[config.mk]
export PLATFORM = sky130hd
export DESIGN_NAME = m4vt_sum_stage
export DESIGN_NICKNAME = d
export VERILOG_FILES = /design/src/hdl/m4vt_pkg.sv /design/src/hdl/m4vt_sum_stage.sv
export SDC_FILE = /design/constraint.sdc
export NUM_CORES = 1
export LEC_CHECK = 0
export ABC_AREA = 1
export BUFFER_PORTS_ARGS = -buffer_cell sky130_fd_sc_hd__buf_2
export CAP_MARGIN = 30
export CORE_AREA = 2 2 225 227
export CTS_CLUSTER_SIZE = 24
export DETAILED_ROUTE_END_ITERATION = 8
export DIE_AREA = 0 0 227 229
export GPL_TIMING_DRIVEN = 0
export PLACE_DENSITY = 0.61
export SYNTH_ARGS = -nofsm -noshare
export SYNTH_HDL_FRONTEND = slang
export SYNTH_SLANG_ARGS = --single-unit
[constraint.sdc]
create_clock -name clock -period 6 [get_ports clock]
set_input_delay 0.3 -clock clock [delete_from_list [all_inputs] [get_ports clock]]
set_output_delay 0.3 -clock clock [all_outputs]
set_load 0.1 [all_outputs]
[src/hdl/m4vt_pkg.sv]
package m4vt_pkg;

   localparam int NumComps = 4;
   localparam int VecWidth = 16;
   localparam int ProdWidth = 2 * VecWidth;
   localparam int SumWidth = ProdWidth + 3;
   localparam int CsrDataWidth = NumComps * VecWidth;

   typedef enum logic [1:0] {
      CSR_MATRIX_ROW0,
      CSR_MATRIX_ROW1,
      CSR_MATRIX_ROW2,
      CSR_MATRIX_ROW3
   } csr_index_type;

   typedef struct packed {
      logic signed [VecWidth-1:0] vec_x;
      logic signed [VecWidth-1:0] vec_y;
      logic signed [VecWidth-1:0] vec_z;
      logic signed [VecWidth-1:0] vec_w;
   } req_payload_type;

   typedef struct packed {
      logic signed [VecWidth-1:0] out_x;
      logic signed [VecWidth-1:0] out_y;
      logic signed [VecWidth-1:0] out_z;
      logic signed [VecWidth-1:0] out_w;
      logic [NumComps-1:0]        saturation_mask;
   } rsp_payload_type;

endpackage

[src/hdl/m4vt_sum_stage.sv]
module m4vt_sum_stage #(
   parameter int DIMENSION = 4,
   parameter int COEF_FRAC_BITS = 12
) (
   input  logic                                   clock,
   input  logic                                   reset,
   input  logic                                   in_valid,
   output logic                                   in_ready,
   input  logic signed [m4vt_pkg::ProdWidth-1:0]  prod [DIMENSION][DIMENSION],
   output logic                                   out_valid,
   input  logic                                   out_ready,
   output m4vt_pkg::rsp_payload_type              result
);

   localparam int SW = m4vt_pkg::SumWidth;
   localparam logic signed [SW-1:0] RoundBias =
      (COEF_FRAC_BITS > 0) ? (SW'(1) <<< ((COEF_FRAC_BITS > 0) ? COEF_FRAC_BITS - 1 : 0))
                           : '0;
   localparam logic signed [SW-1:0] SatMax = SW'((1 << (m4vt_pkg::VecWidth - 1)) - 1);
   localparam logic signed [SW-1:0] SatMin = -SW'(1 << (m4vt_pkg::VecWidth - 1));

   logic valid_ff;
   logic load;
   logic signed [SW-1:0] sum;
   logic signed [SW-1:0] shifted;
   logic signed [m4vt_pkg::VecWidth-1:0] comp [m4vt_pkg::NumComps];
   logic [m4vt_pkg::NumComps-1:0] mask;
   m4vt_pkg::rsp_payload_type result_in;
   m4vt_pkg::rsp_payload_type result_ff;

   assign in_ready = !valid_ff || out_ready;
   assign load = in_valid && in_ready;

   always_comb begin
      sum = '0;
      shifted = '0;
      mask = '0;
      for (int r = 0; r < m4vt_pkg::NumComps; r++) begin
         comp[r] = '0;
      end
      for (int r = 0; r < DIMENSION; r++) begin
         sum = RoundBias;
         for (int k = 0; k < DIMENSION; k++) begin
            sum = sum + SW'(prod[r][k]);
         end
         shifted = sum >>> COEF_FRAC_BITS;
         if (shifted > SatMax) begin
            comp[r] = SatMax[m4vt_pkg::VecWidth-1:0];
            mask[r] = 1'b1;
         end else if (shifted < SatMin) begin
            comp[r] = SatMin[m4vt_pkg::VecWidth-1:0];
            mask[r] = 1'b1;
         end else begin
            comp[r] = shifted[m4vt_pkg::VecWidth-1:0];
         end
      end
      result_in.out_x = comp[0];
      result_in.out_y = comp[1];
      result_in.out_z = comp[2];
      result_in.out_w = comp[3];
      result_in.saturation_mask = mask;
   end

   always_ff @(posedge clock) begin
      if (reset) begin
         valid_ff <= 1'b0;
      end else if (in_ready) begin
         valid_ff <= in_valid;
      end
      if (load) begin
         result_ff <= result_in;
      end
   end

   assign out_valid = valid_ff;
   assign result = result_ff;

endmodule

==> summary.txt <==
STA
  – Clock Skews: 0.009390 ns
  – Final setup vio count: 0
  – Tcrit/Tclk final: 0.6323
  – Setup tns final: 0 ns
  – Achievable Freq: 263.6 MHz
  – Max Slew Vio Count: 0
  – Worst setup margin: 2.206 ns
  – RSZ-0062 raised after global routing: false
  – Period minus WS final: 3.794 ns
  – Slew of the pin with the lowest slew margin: 0.5513 ns
  – Hold Vio Cnt, Final: 0
  – Hold WS: 0.06684 ns
  – Rel. slew slack: 0.6350

Setup path
  – Required @ worst endpoint: 6.13 ns
  – Crit. End Element: flip-flop
  – CP max FO: 10
  – Reg2Reg Depth: 3
  – Worst path arrival time: 3.92 ns
  – Critical Path Start Type: primary input
  – Critical path class: in2reg

Placed design
  – Gpl congestion: 0.9185
  – DP Area: 23430 um2
  – Post-DP HPWL: 47630 um
  – Port bufs: 585
  – Pre-CTS setup slack: 1.878 ns
  – Placed cells: 3980

Floorplan
  – Die area: 51980 um2
  – Die Y: 229 um
  – Initial Util: 0.3943
  – Die Width: 227 um
  – Rows: 82
  – # IOs: 586
  – Core area: 49660 um2

Yosys
  – Post-synthesis cell area: 19580 um2
  – Most frequent cells after synthesis: 753 x inv_1, 686 x nand2_1, 256 x fa_1
  – FFs w/ async S/R, synth: 0
  – #FFs+latches synth: 69
  – Mapped Nets: 3744
  – Synth warn: 0
  – Primary FF master, synth: edfxtp_1
  – Top-area cell type share of the netlist area: 0.2617
  – Post-synth EDFFs: 68
  – Most common cell in the netlist: inv_1
  – Area leader, netlist: fa_1
  – Syn Area/Cell: 7.199 um2
  – Mapped Cells: 2720
  – Sequential element share of the synthesized area: 0.1053
  – Synth cell types: 38
  – Synth area leaders: fa_1 26%, ha_1 16%, inv_1 14%, nand2_1 13%, edfxtp_1 10%

Final layout
  – Reg area: 2062 um2
  – Final Non-Filler Cells: 3997
  – Post-layout util: 0.4773
  – Filler cells: 5286
  – Final Cell Area: 23700 um2
  – Nets: 4343
  – Area of the multi-input gates: 14590 um2
  – Layout overhead on the synthesized area: 21.04%
  – Share of cells above drive strength 1: 0.2004

Routing
  – Iter 0 DRT Violations: 709
  – Antenna viol nets, final: 0
  – Routed WL: 52150 um
  – Via density: 4.521
  – Drt wl/cell: 13.05 um
  – Vias: 18072
  – DR DRC count: 0
  – TritonRoute pass-1 iters: 5

Pwr
  – Tot Pwr: 9.828 mW
  – Leak: 14.05 nW
  – Worst vdd ir: 0.2159 mV
  – Pwr dens: 414.7 nW/um2

Clock tree
  – Worst-path clk slew: 0.06 ns
  – Number of gates resized after cts: 0
  – Clk root buf: clkbuf_16
  – Clock sinks: 69
  – CTS tree: built
  – CTS max path bufs: 2
  – CTS Buf Count: 9
  – Hold Buf Count CTS: 0
  – Post-CTS Setup Inserts: 0
  – CTS H-tree depth: 3
  – Clock Latency Late Sink: 0.39 ns

Global route
  – Overflow after GRT: 0
  – Initial antenna violation count: 1
  – Pin count of the biggest net entering global routing: 27
  – Vias in the first global route: 18346
  – GRT Total Usage: 0.2066
  – First-pass GRT wire length: 85620 um

Run status
  – Outcome: complete, no violations

Job
  – Max_cap viols: 0

Hold path
  – Worst hold path type: in2reg
  – Worst hold path stage count: 2
routing by layer:
layer,global-route usage,vias up,wire length [um]
met5,0,-,0
met4,0.05801,0,1099
met3,0.03412,51,3216
met2,0.3745,481,25660
met1,0.2499,8148,22170
li1,-,9392,-
path summary, 6_finish.rpt:
path | start | endpoint | slack, ns
worst min register to register | out_valid | out_valid | 0.53
worst max-delay path | prod[7] | result[17] | 2.21
worst max register to register | out_valid | result[53] | 4.54
worst min-delay path | reset | out_valid | 0.07
power by group:
| group | leakage, nW | switching, mW | internal [mW] |
|---|---|---|---|
| clock network | 0.135 | 0.245 | 0.288 |
| registers | 0.661 | 0.0507 | 0.916 |
| logic | 13.3 | 5.82 | 2.51 |
state kept, by name, indices dropped and copies added (netlist names):
name,count
out_valid,1
result,68
layout make-up:
cell class	instances	share of cell area
multi-input combinational	1885	0.6158
buffer	8	0.003801
clock buffer	11	0.01024
clock inverter	5	0.001161
timing repair buffer	588	0.1264
inverter	758	0.1201
antenna	1	0.0001056
sequential	69	0.08700
tap	672	0.03548
cells in the final DEF (no fill, tap or decap), drive strengths merged, types with 61 or more instances in the layout:
cell,Yosys,routed
ha,252,252
edfxtp,68,68
inv,758,758
nor2,215,215
fa,256,256
o21ai,61,61
nand2,716,716
buf,8,596
a21oi,149,149
nand3,77,77
worst max-delay path, cell delays in order:
cell and delay (ns):
buf_2 0.08, inv_1 0.04, fa_1 0.63, inv_1 0.08, fa_1 0.48, ha_1 0.31
ha_1 0.32, nand2_1 0.10, o21ai_0 0.25, inv_1 0.06, nand2_1 0.08, nand2_1 0.06
nand2_1 0.20, nand2_1 0.11, nand2_1 0.07, nand2_1 0.06, nand2_1 0.07, nand3_1 0.06
nor2_1 0.08, nand2_1 0.10, nand2_4 0.11, buf_6 0.15, nand2_1 0.09
logic make-up (layout without fill, tap and decap cells):
| kind of cell | Yosys count | in the layout | synth area share |
|---|---|---|---|
| XOR/XNOR | 61 | 61 | 0.02767 |
| adder cells (fa/ha/maj) | 508 | 508 | 0.4228 |
| flip-flops | 69 | 69 | 0.1053 |
| other | 0 | 1 | 0 |
| AND/OR/NAND/NOR | 1058 | 1058 | 0.2230 |
| AO/OA/AOI/OAI | 258 | 258 | 0.07138 |
| buffers and inverters | 766 | 1370 | 0.1499 |
(Power assumes the default switching activity.)
