--- config.mk ---
export PLATFORM = sky130hd
export DESIGN_NAME = m4vt_csr_regs
export DESIGN_NICKNAME = d
export VERILOG_FILES = /design/src/hdl/m4vt_pkg.sv /design/src/hdl/m4vt_csr_regs.sv
export SDC_FILE = /design/constraint.sdc
export NUM_CORES = 1
export LEC_CHECK = 0
export BUFFER_PORTS_ARGS = -buffer_cell sky130_fd_sc_hd__buf_4
export CAP_MARGIN = 20
export CORE_MARGIN = 2
export CORE_UTILIZATION = 45
export CTS_CLUSTER_DIAMETER = 60
export DETAILED_ROUTE_END_ITERATION = 8
export GPL_TIMING_DRIVEN = 0
export HOLD_SLACK_MARGIN = 0.08
export PLACE_DENSITY = 0.78
export SYNTH_ARGS = -nofsm -noshare
export SYNTH_HDL_FRONTEND = slang
export SYNTH_SLANG_ARGS = --single-unit
--- constraint.sdc ---
create_clock -name clock -period 1.2 [get_ports clock]
set_input_delay 0.18 -clock clock [delete_from_list [all_inputs] [get_ports clock]]
set_output_delay 0.18 -clock clock [all_outputs]
set_load 0.02 [all_outputs]
--- src/hdl/m4vt_pkg.sv ---
package m4vt_pkg;

   localparam int NumComps = 4;
   localparam int VecWidth = 16;
   localparam int ProdWidth = 2 * VecWidth;
   localparam int SumWidth = ProdWidth + 3;
   localparam int CsrDataWidth = NumComps * VecWidth;

   typedef enum logic [1:0] {
      CSR_MATRIX_ROW0,
      CSR_MATRIX_ROW1,
      CSR_MATRIX_ROW2,
      CSR_MATRIX_ROW3
   } csr_index_type;

   typedef struct packed {
      logic signed [VecWidth-1:0] vec_x;
      logic signed [VecWidth-1:0] vec_y;
      logic signed [VecWidth-1:0] vec_z;
      logic signed [VecWidth-1:0] vec_w;
   } req_payload_type;

   typedef struct packed {
      logic signed [VecWidth-1:0] out_x;
      logic signed [VecWidth-1:0] out_y;
      logic signed [VecWidth-1:0] out_z;
      logic signed [VecWidth-1:0] out_w;
      logic [NumComps-1:0]        saturation_mask;
   } rsp_payload_type;

endpackage

--- src/hdl/m4vt_csr_regs.sv ---
module m4vt_csr_regs #(
   parameter int DIMENSION = 4,
   parameter int COEF_FRAC_BITS = 12
) (
   input  logic                                 clock,
   input  logic                                 reset,
   input  logic                                 csr_write,
   input  m4vt_pkg::csr_index_type              csr_index,
   input  logic [m4vt_pkg::CsrDataWidth-1:0]    csr_data,
   output logic [m4vt_pkg::CsrDataWidth-1:0]    matrix [DIMENSION]
);

   logic [m4vt_pkg::NumComps-1:0] row_sel;
   logic [m4vt_pkg::CsrDataWidth-1:0] row_ff [DIMENSION];

   always_comb begin
      row_sel = '0;
      unique case (csr_index)
         m4vt_pkg::CSR_MATRIX_ROW0: row_sel[0] = csr_write;
         m4vt_pkg::CSR_MATRIX_ROW1: row_sel[1] = csr_write;
         m4vt_pkg::CSR_MATRIX_ROW2: row_sel[2] = csr_write;
         m4vt_pkg::CSR_MATRIX_ROW3: row_sel[3] = csr_write;
         default: row_sel = '0;
      endcase
   end

   always_ff @(posedge clock) begin
      for (int r = 0; r < DIMENSION; r++) begin
         if (reset) begin
            row_ff[r] <= m4vt_pkg::CsrDataWidth'(64'd1 << COEF_FRAC_BITS)
                         << (m4vt_pkg::VecWidth * r);
         end else if (row_sel[r]) begin
            row_ff[r] <= csr_data;
         end
      end
   end

   assign matrix = row_ff;

endmodule

==> results of run 1 <==
## placed cells by master (no fill, tap or decap)
master,count
sky130_fd_sc_hd__or3b_1,1
sky130_fd_sc_hd__clkinv_2,4
sky130_fd_sc_hd__clkbuf_1,35
sky130_fd_sc_hd__nor3b_2,1
sky130_fd_sc_hd__inv_6,1
sky130_fd_sc_hd__dfxtp_4,1
sky130_fd_sc_hd__buf_2,7
sky130_fd_sc_hd__clkbuf_16,27
sky130_fd_sc_hd__mux2i_1,256
sky130_fd_sc_hd__clkbuf_8,7
sky130_fd_sc_hd__bufinv_16,1
sky130_fd_sc_hd__buf_6,194
sky130_fd_sc_hd__dfxtp_1,32
sky130_fd_sc_hd__dfxtp_2,223
sky130_fd_sc_hd__inv_8,1
sky130_fd_sc_hd__nand3b_1,2
sky130_fd_sc_hd__nand3_1,1
sky130_fd_sc_hd__nor2_1,8
sky130_fd_sc_hd__buf_4,156
sky130_fd_sc_hd__clkinvlp_4,1
sky130_fd_sc_hd__and3b_1,1
sky130_fd_sc_hd__dlygate4sd3_1,64
sky130_fd_sc_hd__buf_8,4
sky130_fd_sc_hd__nand2b_1,316
## per-layer routing
layer,track usage,share of wire,vias to the layer above
met3,0.06032,0.071,51
met2,0.4461,0.50,291
li1,-,-,3818
met5,0,0,-
met1,0.3082,0.41,3911
met4,0.06320,0.024,0
## final timing paths
| path | from | depth (start not counted) | slack (ns) | end |
|---|---|---|---|---|
| max reg2reg | matrix[98]$_SDFFE_PP0P_ | 4 | 0.38 | matrix[98]$_SDFFE_PP0P_ |
| min | csr_index[1] | 4 | 0.16 | matrix[194]$_SDFFE_PP0P_ |
| max | matrix[112]$_SDFFE_PP0P_ | 1 | -0.006 | matrix[112] |
| min reg2reg | matrix[187]$_SDFFE_PP0P_ | 2 | 0.47 | matrix[187]$_SDFFE_PP0P_ |
## logic make-up after synthesis
| family | share of synthesized area |
|---|---|
| buf+inv | 0.03970 |
| flops | 0.5051 |
| simple gates | 0.2027 |
| mux | 0.2525 |
## power groups by stage
| stage | clock network [uW] | registers, uW | logic (uW) |
|---|---|---|---|
| final | 8150 | 9070 | 2560 |
| after global routing | 8690 | 9090 | 2700 |
| after CTS | 8270 | 9020 | 2480 |
| after detailed placement | 0 | 9160 | 2230 |
| after global placement | 0 | 9150 | 2200 |
| after floorplan | 0 | 9500 | 885 |
## area by class of cell
cell class | instances | area share
clock buffers | 38 | 0.05094
flip-flops and latches | 256 | 0.3500
plain buffers | 64 | 0.02608
repair buffers | 392 | 0.2463
multi-input cells | 586 | 0.2990
clock inverters | 8 | 0.005021
well taps | 280 | 0.02268
## timing repair
item	in CTS	in global routing
endpoints found under the hold margin	255	0
buffers inserted	1	4
resized for setup	202	210
hold buffers	64	0
endpoints found under the setup margin	140	159
## metrics by stage
stage                     setup TNS (ns)  setup slack (ns)    util  hold slack (ns)  total power, uW
after global placement            -86.35           -0.4197  0.5885           0.4428            11350
after detailed placement          -84.31           -0.4260  0.5885           0.4497            11380
final                          -0.006140         -0.006140  0.7036           0.1609            19790
after CTS                      -0.006800         -0.006800  0.6802           0.1416            19770
after floorplan                        0            0.2163       -           0.3412            10390
after global routing             -0.2487          -0.04073  0.7036           0.1474            20480
==> out/results.tsv, run 1 <==
stage	metric	value	unit
global_route	grt_overflow_total	0	
logic_synthesis	ys_top_cells_by_count	316 x sky130_fd_sc_hd__nand2b_1, 256 x sky130_fd_sc_hd__dfxtp_1, 256 x sky130_fd_sc_hd__mux2i_1	
cells_and_area	stdcell_area	15450	um^2
timing	worst-slew-pin-transition	0.5113	ns
logic_synthesis	synth_ff_type	sky130_fd_sc_hd__dfxtp_1	
power	leakagePower	0.007367	uW
cells_and_area	number_of_flip_flops_under_the_largest_register_name	256	
timing	post-route-period-util	1.005	
run	maximum_capacitance_violations	0	
power	power.ir.vdd_worst	0.001040	V
critical_path	crit_path_kind	flip-flop to output pin	
global_route	first_global_vias	8404	
power	power.clock.fraction	0.412	
outcome	violations_in_the_final_reports	setup timing	
critical_path	critical_path.n_buffers_inverters	1	
power	p_seq_frac	0.458	
timing	setup_slack	-0.006140	ns
global_route	grt_antenna_before_repair	0	
logic_synthesis	synth.yosys.seq_area_share	0.5051	
logic_synthesis	postSynthNetCount	975	
die	die-height	154.2	um
global_route	gr-usage-all-layers	0.2520	
global_route	grt_max_degree	14	
cts	cts_tree	built	
critical_path	max_stage_delay	0.36	ns
critical_path	critical_path.slowest_cell	sky130_fd_sc_hd__dfxtp_1	
die	die_w	154.2	um
detailed_routing	finalWirelength	31770	um
timing	rsz0062_at_grt	yes	
power	power.switching	4867	uW
placement	io_buffers	323	
cells_and_area	register_area	5408	um^2
placement	standard_cell_area_after_detailed_placement	12920	um^2
outcome	outcome	complete, but fails checks	
cells_and_area	count_of_non_filler_cells_in_the_finished_layout	1624	
timing	skew	0	ns
detailed_routing	post-route-drc-count	0	
die	core_area	21960	um^2
cts	clk-insertion-delay-late	0.51	ns
die	boundaryPins	325	
critical_path	setup.worst_path.end_class	output pin	
logic_synthesis	ys_seq_elements	256	
logic_synthesis	yosysMostFrequentCell	sky130_fd_sc_hd__nand2b_1	
timing	timing.final.max_slew_violations	0	
logic_synthesis	total_of_warnings_raised_by_yosys	0	
timing	hold_viol_final	0	
placement	place_inst	1509	
die	area_enclosed_by_the_die_boundary	23770	um^2
placement	finalWeightedCongestion	0.8031	
detailed_routing	detail_route.wl_per_cell	19.56	um
cts	cts.sink_count	256	
cts	cts_buffer_depth	3	
cells_and_area	n_antenna_cell	0	
detailed_routing	number_of_antenna_violating_nets_in_the_routed_design	0	
cells_and_area	drive_above_1_share	0.4673	
min_path	min_delay_worst_type	primary input to flip-flop	
power	sw_frac_of_total	0.2460	
power	relative_contribution_of_combinational_cells_to_total_power	0.129	
logic_synthesis	post_synth_instance_area	10150	um^2
power	intPower	14920	uW
cells_and_area	nets	1396	
critical_path	cp_data_arrival_time	1.03	ns
cts	root_buffer	sky130_fd_sc_hd__clkbuf_16	
logic_synthesis	ys_async_sr_fraction	0	
logic_synthesis	netlist.area_leader.share	0.5051	
cells_and_area	area_of_the_multi_input_gates	4619	um^2
cells_and_area	syn2layout_area_growth	52.26	%
logic_synthesis	postSynthAreaPerCell	11.20	um^2
critical_path	required	1.02	ns
critical_path	timing.critical_path.from_type	flip-flop	
logic_synthesis	synth_largest_area_cell	sky130_fd_sc_hd__dfxtp_1	
logic_synthesis	yosys.cell_types.count	14	
detailed_routing	drt_iter0_drc	337	
timing	fmaxAchievable	829.1	MHz
logic_synthesis	synth_edf_count	0	
detailed_routing	dr.pass1.iters	4	
die	fp-row-count	54	
global_route	grt_pass1_wl	47540	um
power	power_per_cell_area	1281	nW/um^2
cells_and_area	fillerInstances	1562	
cts	tritoncts_buffer_count	27	
timing	finalSetupViolCount	1	
detailed_routing	route.vias.total	8071	
cts	clock_tree.htree_level_count	1	
logic_synthesis	post_synth_main_area_contributors	sky130_fd_sc_hd__dfxtp_1 51%, sky130_fd_sc_hd__mux2i_1 25%, sky130_fd_sc_hd__nand2b_1 19%	
logic_synthesis	synthCells	906	
critical_path	worst_path_dominant_cell_family	flip-flops	
placement	hpwl	21060	um
cts	clk_pin_slew_worst_paths	0.06	ns
critical_path	worstPathCellList	buf_4	
critical_path	timing.critical_path.fanout_max	2	
die	start_util	0.4621	
detailed_routing	vias_per_cell	4.970	
timing	max-slew-margin-rel	0.6592	
timing	period_needed	1.206	ns
(Power assumes the default switching activity.)
==> run 2, diff against run 1 <==
==> constraint.sdc (replaced) <==
create_clock -name clock -period 1.3 [get_ports clock]
set_input_delay 0.195 -clock clock [delete_from_list [all_inputs] [get_ports clock]]
set_output_delay 0.195 -clock clock [all_outputs]
set_load 0.02 [all_outputs]
==> out/results.tsv, run 2 (synthesis results as in run 1) <==
stage	metric	value	unit
cells_and_area	layout_commonest_cell	sky130_fd_sc_hd__buf_4	
cells_and_area	count_of_non_filler_cells_in_the_finished_layout	1619	
critical_path	timing.critical_path.from_type	flip-flop	
critical_path	cp_data_arrival_time	1.06	ns
detailed_routing	route.vias.total	7829	
critical_path	worstPathCellList	buf_4	
timing	timing.final.max_slew_violations	0	
cells_and_area	number_of_flip_flops_under_the_largest_register_name	256	
global_route	first_global_vias	8177	
critical_path	worst_path_dominant_cell_family	flip-flops	
placement	place_inst	1509	
placement	standard_cell_area_after_detailed_placement	12920	um^2
placement	io_buffers	323	
die	area_enclosed_by_the_die_boundary	23770	um^2
cts	clock_tree.htree_level_count	1	
detailed_routing	vias_per_cell	4.836	
critical_path	critical_path.n_buffers_inverters	1	
detailed_routing	detail_route.wl_per_cell	18.57	um
timing	period_needed	1.256	ns
detailed_routing	number_of_antenna_violating_nets_in_the_routed_design	0	
critical_path	critical_path.slowest_cell	sky130_fd_sc_hd__dfxtp_1	
cells_and_area	drive_above_1_share	0.2987	
cts	cts.sink_count	256	
detailed_routing	dr.pass1.iters	4	
die	fp-row-count	54	
global_route	grt_antenna_before_repair	0	
cts	cts_setup_buffers	0	
cells_and_area	stdcell_area	14430	um^2
cts	clk-insertion-delay-late	0.52	ns
cts	cts_tree	built	
cells_and_area	syn2layout_area_growth	42.19	%
power	power_per_cell_area	1248	nW/um^2
detailed_routing	post-route-drc-count	0	
critical_path	crit_path_kind	flip-flop to output pin	
timing	fmaxAchievable	796.4	MHz
cts	cts_buffer_depth	3	
timing	finalSetupViolCount	0	
critical_path	timing.critical_path.fanout_max	2	
cells_and_area	nets	1391	
timing	setup_total_negative_slack	0	ns
global_route	gr-usage-all-layers	0.2463	
die	core_area	21960	um^2
critical_path	required	1.11	ns
outcome	outcome	completed	
timing	hold_viol_final	0	
cells_and_area	final_core_util	0.6571	
die	die-height	154.2	um
min_path	min_delay_worst_type	primary input to flip-flop	
global_route	grt_overflow_total	0	
timing	rsz0062_at_grt	no	
timing	skew	0	ns
die	start_util	0.4621	
die	die_w	154.2	um
power	power.ir.vdd_worst	0.001037	V
critical_path	setup.worst_path.end_class	output pin	
placement	hpwl	21060	um
die	boundaryPins	325	
global_route	grt_max_degree	14	
timing	post-route-period-util	0.9658	
critical_path	max_stage_delay	0.38	ns
timing	max-slew-margin-rel	0.6562	
placement	finalWeightedCongestion	0.8031	
power	design_power_total	18010	uW
run	maximum_capacitance_violations	0	
timing	worst-slew-pin-transition	0.5157	ns
cts	root_buffer	sky130_fd_sc_hd__clkbuf_16	
cts	tritoncts_buffer_count	27	
cells_and_area	layout.cells.most_common_list	338 x sky130_fd_sc_hd__buf_4, 316 x sky130_fd_sc_hd__nand2b_1, 256 x sky130_fd_sc_hd__mux2i_1, 255 x sky130_fd_sc_hd__dfxtp_1, 64 x sky130_fd_sc_hd__dlygate4sd3_1	
power	leakagePower	0.007092	uW
cts	clk_pin_slew_worst_paths	0.06	ns
cells_and_area	n_antenna_cell	0	
global_route	grt_pass1_wl	46520	um
detailed_routing	drt_iter0_drc	281	
detailed_routing	finalWirelength	30060	um
-- run 2: what timing repair did --
item | in CTS | in global routing
setup endpoints to repair | 0 | 1
hold buffers | 64 | 0
gates resized for setup | 0 | 1
endpoints found under the hold margin | 246 | 0
-- run 2: where the power goes --
part / internal (uW) / switching, uW
clock network: 4410 / 3110
logic: 1060 / 1150
registers: 8130 / 162
total: 13600 / 4420
-- run 2: layer usage --
layer,global-route usage,wire [um],vias up
met4,0.05162,522,0
met5,0,0,-
met3,0.05665,2050,35
li1,-,-,3796
met1,0.3088,12770,3750
met2,0.4333,14720,248
-- run 2: final timing paths --
kind                            startpoint                       end  slack (ns)  cells after the start
hold / removal                csr_index[1]  matrix[194]$_SDFFE_PP0P_        0.17                      4
setup reg to reg   matrix[59]$_SDFFE_PP0P_   matrix[59]$_SDFFE_PP0P_        0.63                      2
setup / recovery   matrix[30]$_SDFFE_PP0P_                matrix[30]        0.04                      1
hold reg to reg   matrix[184]$_SDFFE_PP0P_  matrix[184]$_SDFFE_PP0P_        0.47                      2
-- run 2: per-stage QoR --
step | setup slack (ns) | hold WS, ns
floorplan | 0.3013 | 0.3562
global placement | -0.3347 | 0.4578
detailed placement | -0.3410 | 0.4611
CTS | 0.0002389 | 0.1620
global route | 0.01280 | 0.1705
finish | 0.04441 | 0.1743
-- run 2: area by class of cell --
type | count | area (um^2)
Fill cell | 1739 | 7530
Sequential cell | 256 | 5126
Multi-Input combinational cell | 586 | 4619
Timing Repair Buffer | 387 | 3065
Clock buffer | 38 | 787.0
Buffer | 64 | 402.9
Tap cell | 280 | 350.3
Clock inverter | 8 | 77.57
==> run 3, diff against run 2 <==
--- a/config.mk
+++ b/config.mk
@@ -7,13 +7,16 @@
 export LEC_CHECK = 0
 export BUFFER_PORTS_ARGS = -buffer_cell sky130_fd_sc_hd__buf_4
 export CAP_MARGIN = 20
+export CELL_PAD_IN_SITES_DETAIL_PLACEMENT = 2
+export CELL_PAD_IN_SITES_GLOBAL_PLACEMENT = 2
 export CORE_MARGIN = 2
-export CORE_UTILIZATION = 45
+export CORE_UTILIZATION = 31
 export CTS_CLUSTER_DIAMETER = 60
 export DETAILED_ROUTE_END_ITERATION = 8
+export GPL_ROUTABILITY_DRIVEN = 0
 export GPL_TIMING_DRIVEN = 0
 export HOLD_SLACK_MARGIN = 0.08
-export PLACE_DENSITY = 0.78
+export PLACE_DENSITY = 0.84
 export SYNTH_ARGS = -nofsm -noshare
 export SYNTH_HDL_FRONTEND = slang
 export SYNTH_SLANG_ARGS = --single-unit
==> out/results.tsv, run 3 (synthesis results as in run 1) <==
stage	metric	value	unit
detailed_routing	finalWirelength	38910	um
detailed_routing	drt_iter0_drc	184	
cts	clock_tree.htree_level_count	1	
cts	cts_setup_buffers	0	
critical_path	setup.reg_to_reg.worst_slack	0.47	ns
placement	io_buffers	323	
cts	cts_tree	built	
die	die_w	184.9	um
die	fp-row-count	66	
timing	finalSetupViolCount	0	
placement	place_inst	1671	
critical_path	critical_path.slowest_cell	sky130_fd_sc_hd__dfxtp_1	
die	core_area	32370	um^2
global_route	first_global_vias	9309	
global_route	gr-usage-all-layers	0.2222	
critical_path	setup.worst_path.end_class	output pin	
power	power_per_cell_area	1286	nW/um^2
detailed_routing	dr.pass1.iters	4	
timing	worst-slew-pin-transition	0.6027	ns
critical_path	worst_r2r_endpoint	matrix[205]$_SDFFE_PP0P_	
timing	post-route-period-util	0.9805	
cts	root_buffer	sky130_fd_sc_hd__clkbuf_16	
critical_path	crit_path_kind	flip-flop to output pin	
power	leakagePower	0.007154	uW
die	area_enclosed_by_the_die_boundary	34200	um^2
critical_path	timing.rr.start	matrix[205]$_SDFFE_PP0P_	
detailed_routing	route.vias.total	8174	
cells_and_area	nets	1394	
global_route	grt_overflow_total	0	
cells_and_area	n_antenna_cell	0	
global_route	grt_antenna_before_repair	0	
cells_and_area	syn2layout_area_growth	45.54	%
cts	clk_pin_slew_worst_paths	0.06	ns
timing	timing.final.max_slew_violations	0	
die	boundaryPins	325	
cells_and_area	fillerInstances	3320	
placement	hpwl	26310	um
timing	period_needed	1.275	ns
global_route	grt_max_degree	15	
timing	hold_viol_final	0	
cts	cts_buffer_depth	3	
critical_path	timing.critical_path.from_type	flip-flop	
critical_path	cp_data_arrival_time	1.08	ns
cells_and_area	count_of_non_filler_cells_in_the_finished_layout	1788	
timing	max-slew-margin-rel	0.5982	
cells_and_area	drive_above_1_share	0.3158	
detailed_routing	post-route-drc-count	0	
critical_path	timing.critical_path.fanout_max	2	
min_path	worst_hold_startpoint	csr_data[34]	
timing	rsz0062_at_grt	no	
detailed_routing	number_of_antenna_violating_nets_in_the_routed_design	0	
die	die-height	184.9	um
critical_path	required	1.11	ns
min_path	hold_path_end	matrix[162]$_SDFFE_PP0P_	
critical_path	worst_path_dominant_cell_family	flip-flops	
cts	clk-insertion-delay-late	0.53	ns
timing	timing.hold.ws	0.1097	ns
global_route	grt.met2_usage	0.4156	
critical_path	critical_path.n_buffers_inverters	1	
global_route	use_met1	0.2475	
timing	fmaxAchievable	784.6	MHz
min_path	min_delay_worst_type	primary input to flip-flop	
die	start_util	0.3135	
min_path	whs_path_depth	3	
outcome	outcome	completed	
power	power.ir.vdd_worst	0.0008597	V
run	maximum_capacitance_violations	0	
detailed_routing	vias_per_cell	4.572	
cells_and_area	layout_commonest_cell	sky130_fd_sc_hd__buf_4	
cells_and_area	final_core_util	0.4562	
critical_path	crit_start	matrix[134]$_SDFFE_PP0P_	
critical_path	max_stage_delay	0.37	ns
global_route	global_route.peak_usage_layer	met2	
global_route	grt_use_met3	0.06292	
cells_and_area	layout.cells.most_common_list	336 x sky130_fd_sc_hd__buf_4, 316 x sky130_fd_sc_hd__nand2b_1, 256 x sky130_fd_sc_hd__mux2i_1, 235 x sky130_fd_sc_hd__dfxtp_1, 63 x sky130_fd_sc_hd__dlygate4sd3_1	
detailed_routing	detail_route.wl_per_cell	21.76	um
critical_path	r2r.worst_path.cells	2	
cts	tritoncts_buffer_count	31	
timing	skew	0	ns
cts	cts.sink_count	256	
global_route	grt_pass1_wl	57860	um
cells_and_area	number_of_flip_flops_under_the_largest_register_name	256	
critical_path	worstPathCellList	buf_4	
[run 3: cell count changes in the layout (fill, tap and decap cells not counted), sizes merged]
cell         previous run  this run
bufinv                  1         2
clkbuf                 69        75
clkinv                  4         5
dlygate4sd3            64        63
[run 3: per-stage QoR]
| stage | total power [uW] | area [um^2] | setup WS [ns] | setup TNS, ns |
|---|---|---|---|---|
| after global routing | 19730 | 14770 | 0.001261 | 0 |
| after floorplan | 9587 | 10150 | 0.3013 | 0 |
| after CTS | 19170 | 14730 | 0.004215 | 0 |
| final | 18990 | 14770 | 0.02540 | 0 |
| after detailed placement | 10600 | 13130 | -0.5454 | -100.89 |
| after global placement | 10540 | 13130 | -0.5011 | -98.43 |
[run 3: worst register-to-register path, stage by stage, from the launching register on]
cell	delay, ns
sky130_fd_sc_hd__dfxtp_1	0.37
sky130_fd_sc_hd__nand2b_1	0.11
sky130_fd_sc_hd__mux2i_1	0.25
[run 3: final cells by class]
cell class / count / area [um^2] / share of cell area
clock inverter: 10 / 120.1 / 0.008134
multi-input combinational: 586 / 4619 / 0.3128
sequential: 256 / 5151 / 0.3488
tap: 442 / 553.0 / 0.03745
timing repair buffer: 386 / 3063 / 0.2074
buffer: 64 / 406.6 / 0.02754
clock buffer: 44 / 854.6 / 0.05787
[run 3: layer usage]
layer,share of wire,wire length (um),vias to the layer above
met1,0.39,15220,4077
li1,-,-,3818
met3,0.068,2664,47
met5,0,0,-
met4,0.020,792,0
met2,0.52,20240,232
[run 3: repair_timing]
item                                   in CTS  in global routing
endpoints found under the hold margin     241                  0
setup endpoints to repair                   2                 23
gates resized for setup                     2                 26
hold buffers                               63                  0
[run 3: worst max-delay path by stage]
stage                                to  slack [ns]  cells after the start
2_1_floorplan  matrix[140]$_SDFFE_PP0P_        0.30                      5
3_3_place_gp   matrix[138]$_SDFFE_PP0P_       -0.50                      5
3_5_place_dp   matrix[134]$_SDFFE_PP0P_       -0.55                      5
4_1_cts                     matrix[134]       0.004                      1
5_1_grt                     matrix[199]       0.001                      1
6_report                    matrix[134]        0.03                      1
[run 3: power by group]
group          internal, uW  total, uW  switching, uW
Clock                  4960       8390           3420
Combinational          1070       2300           1230
Sequential             8130       8310            175
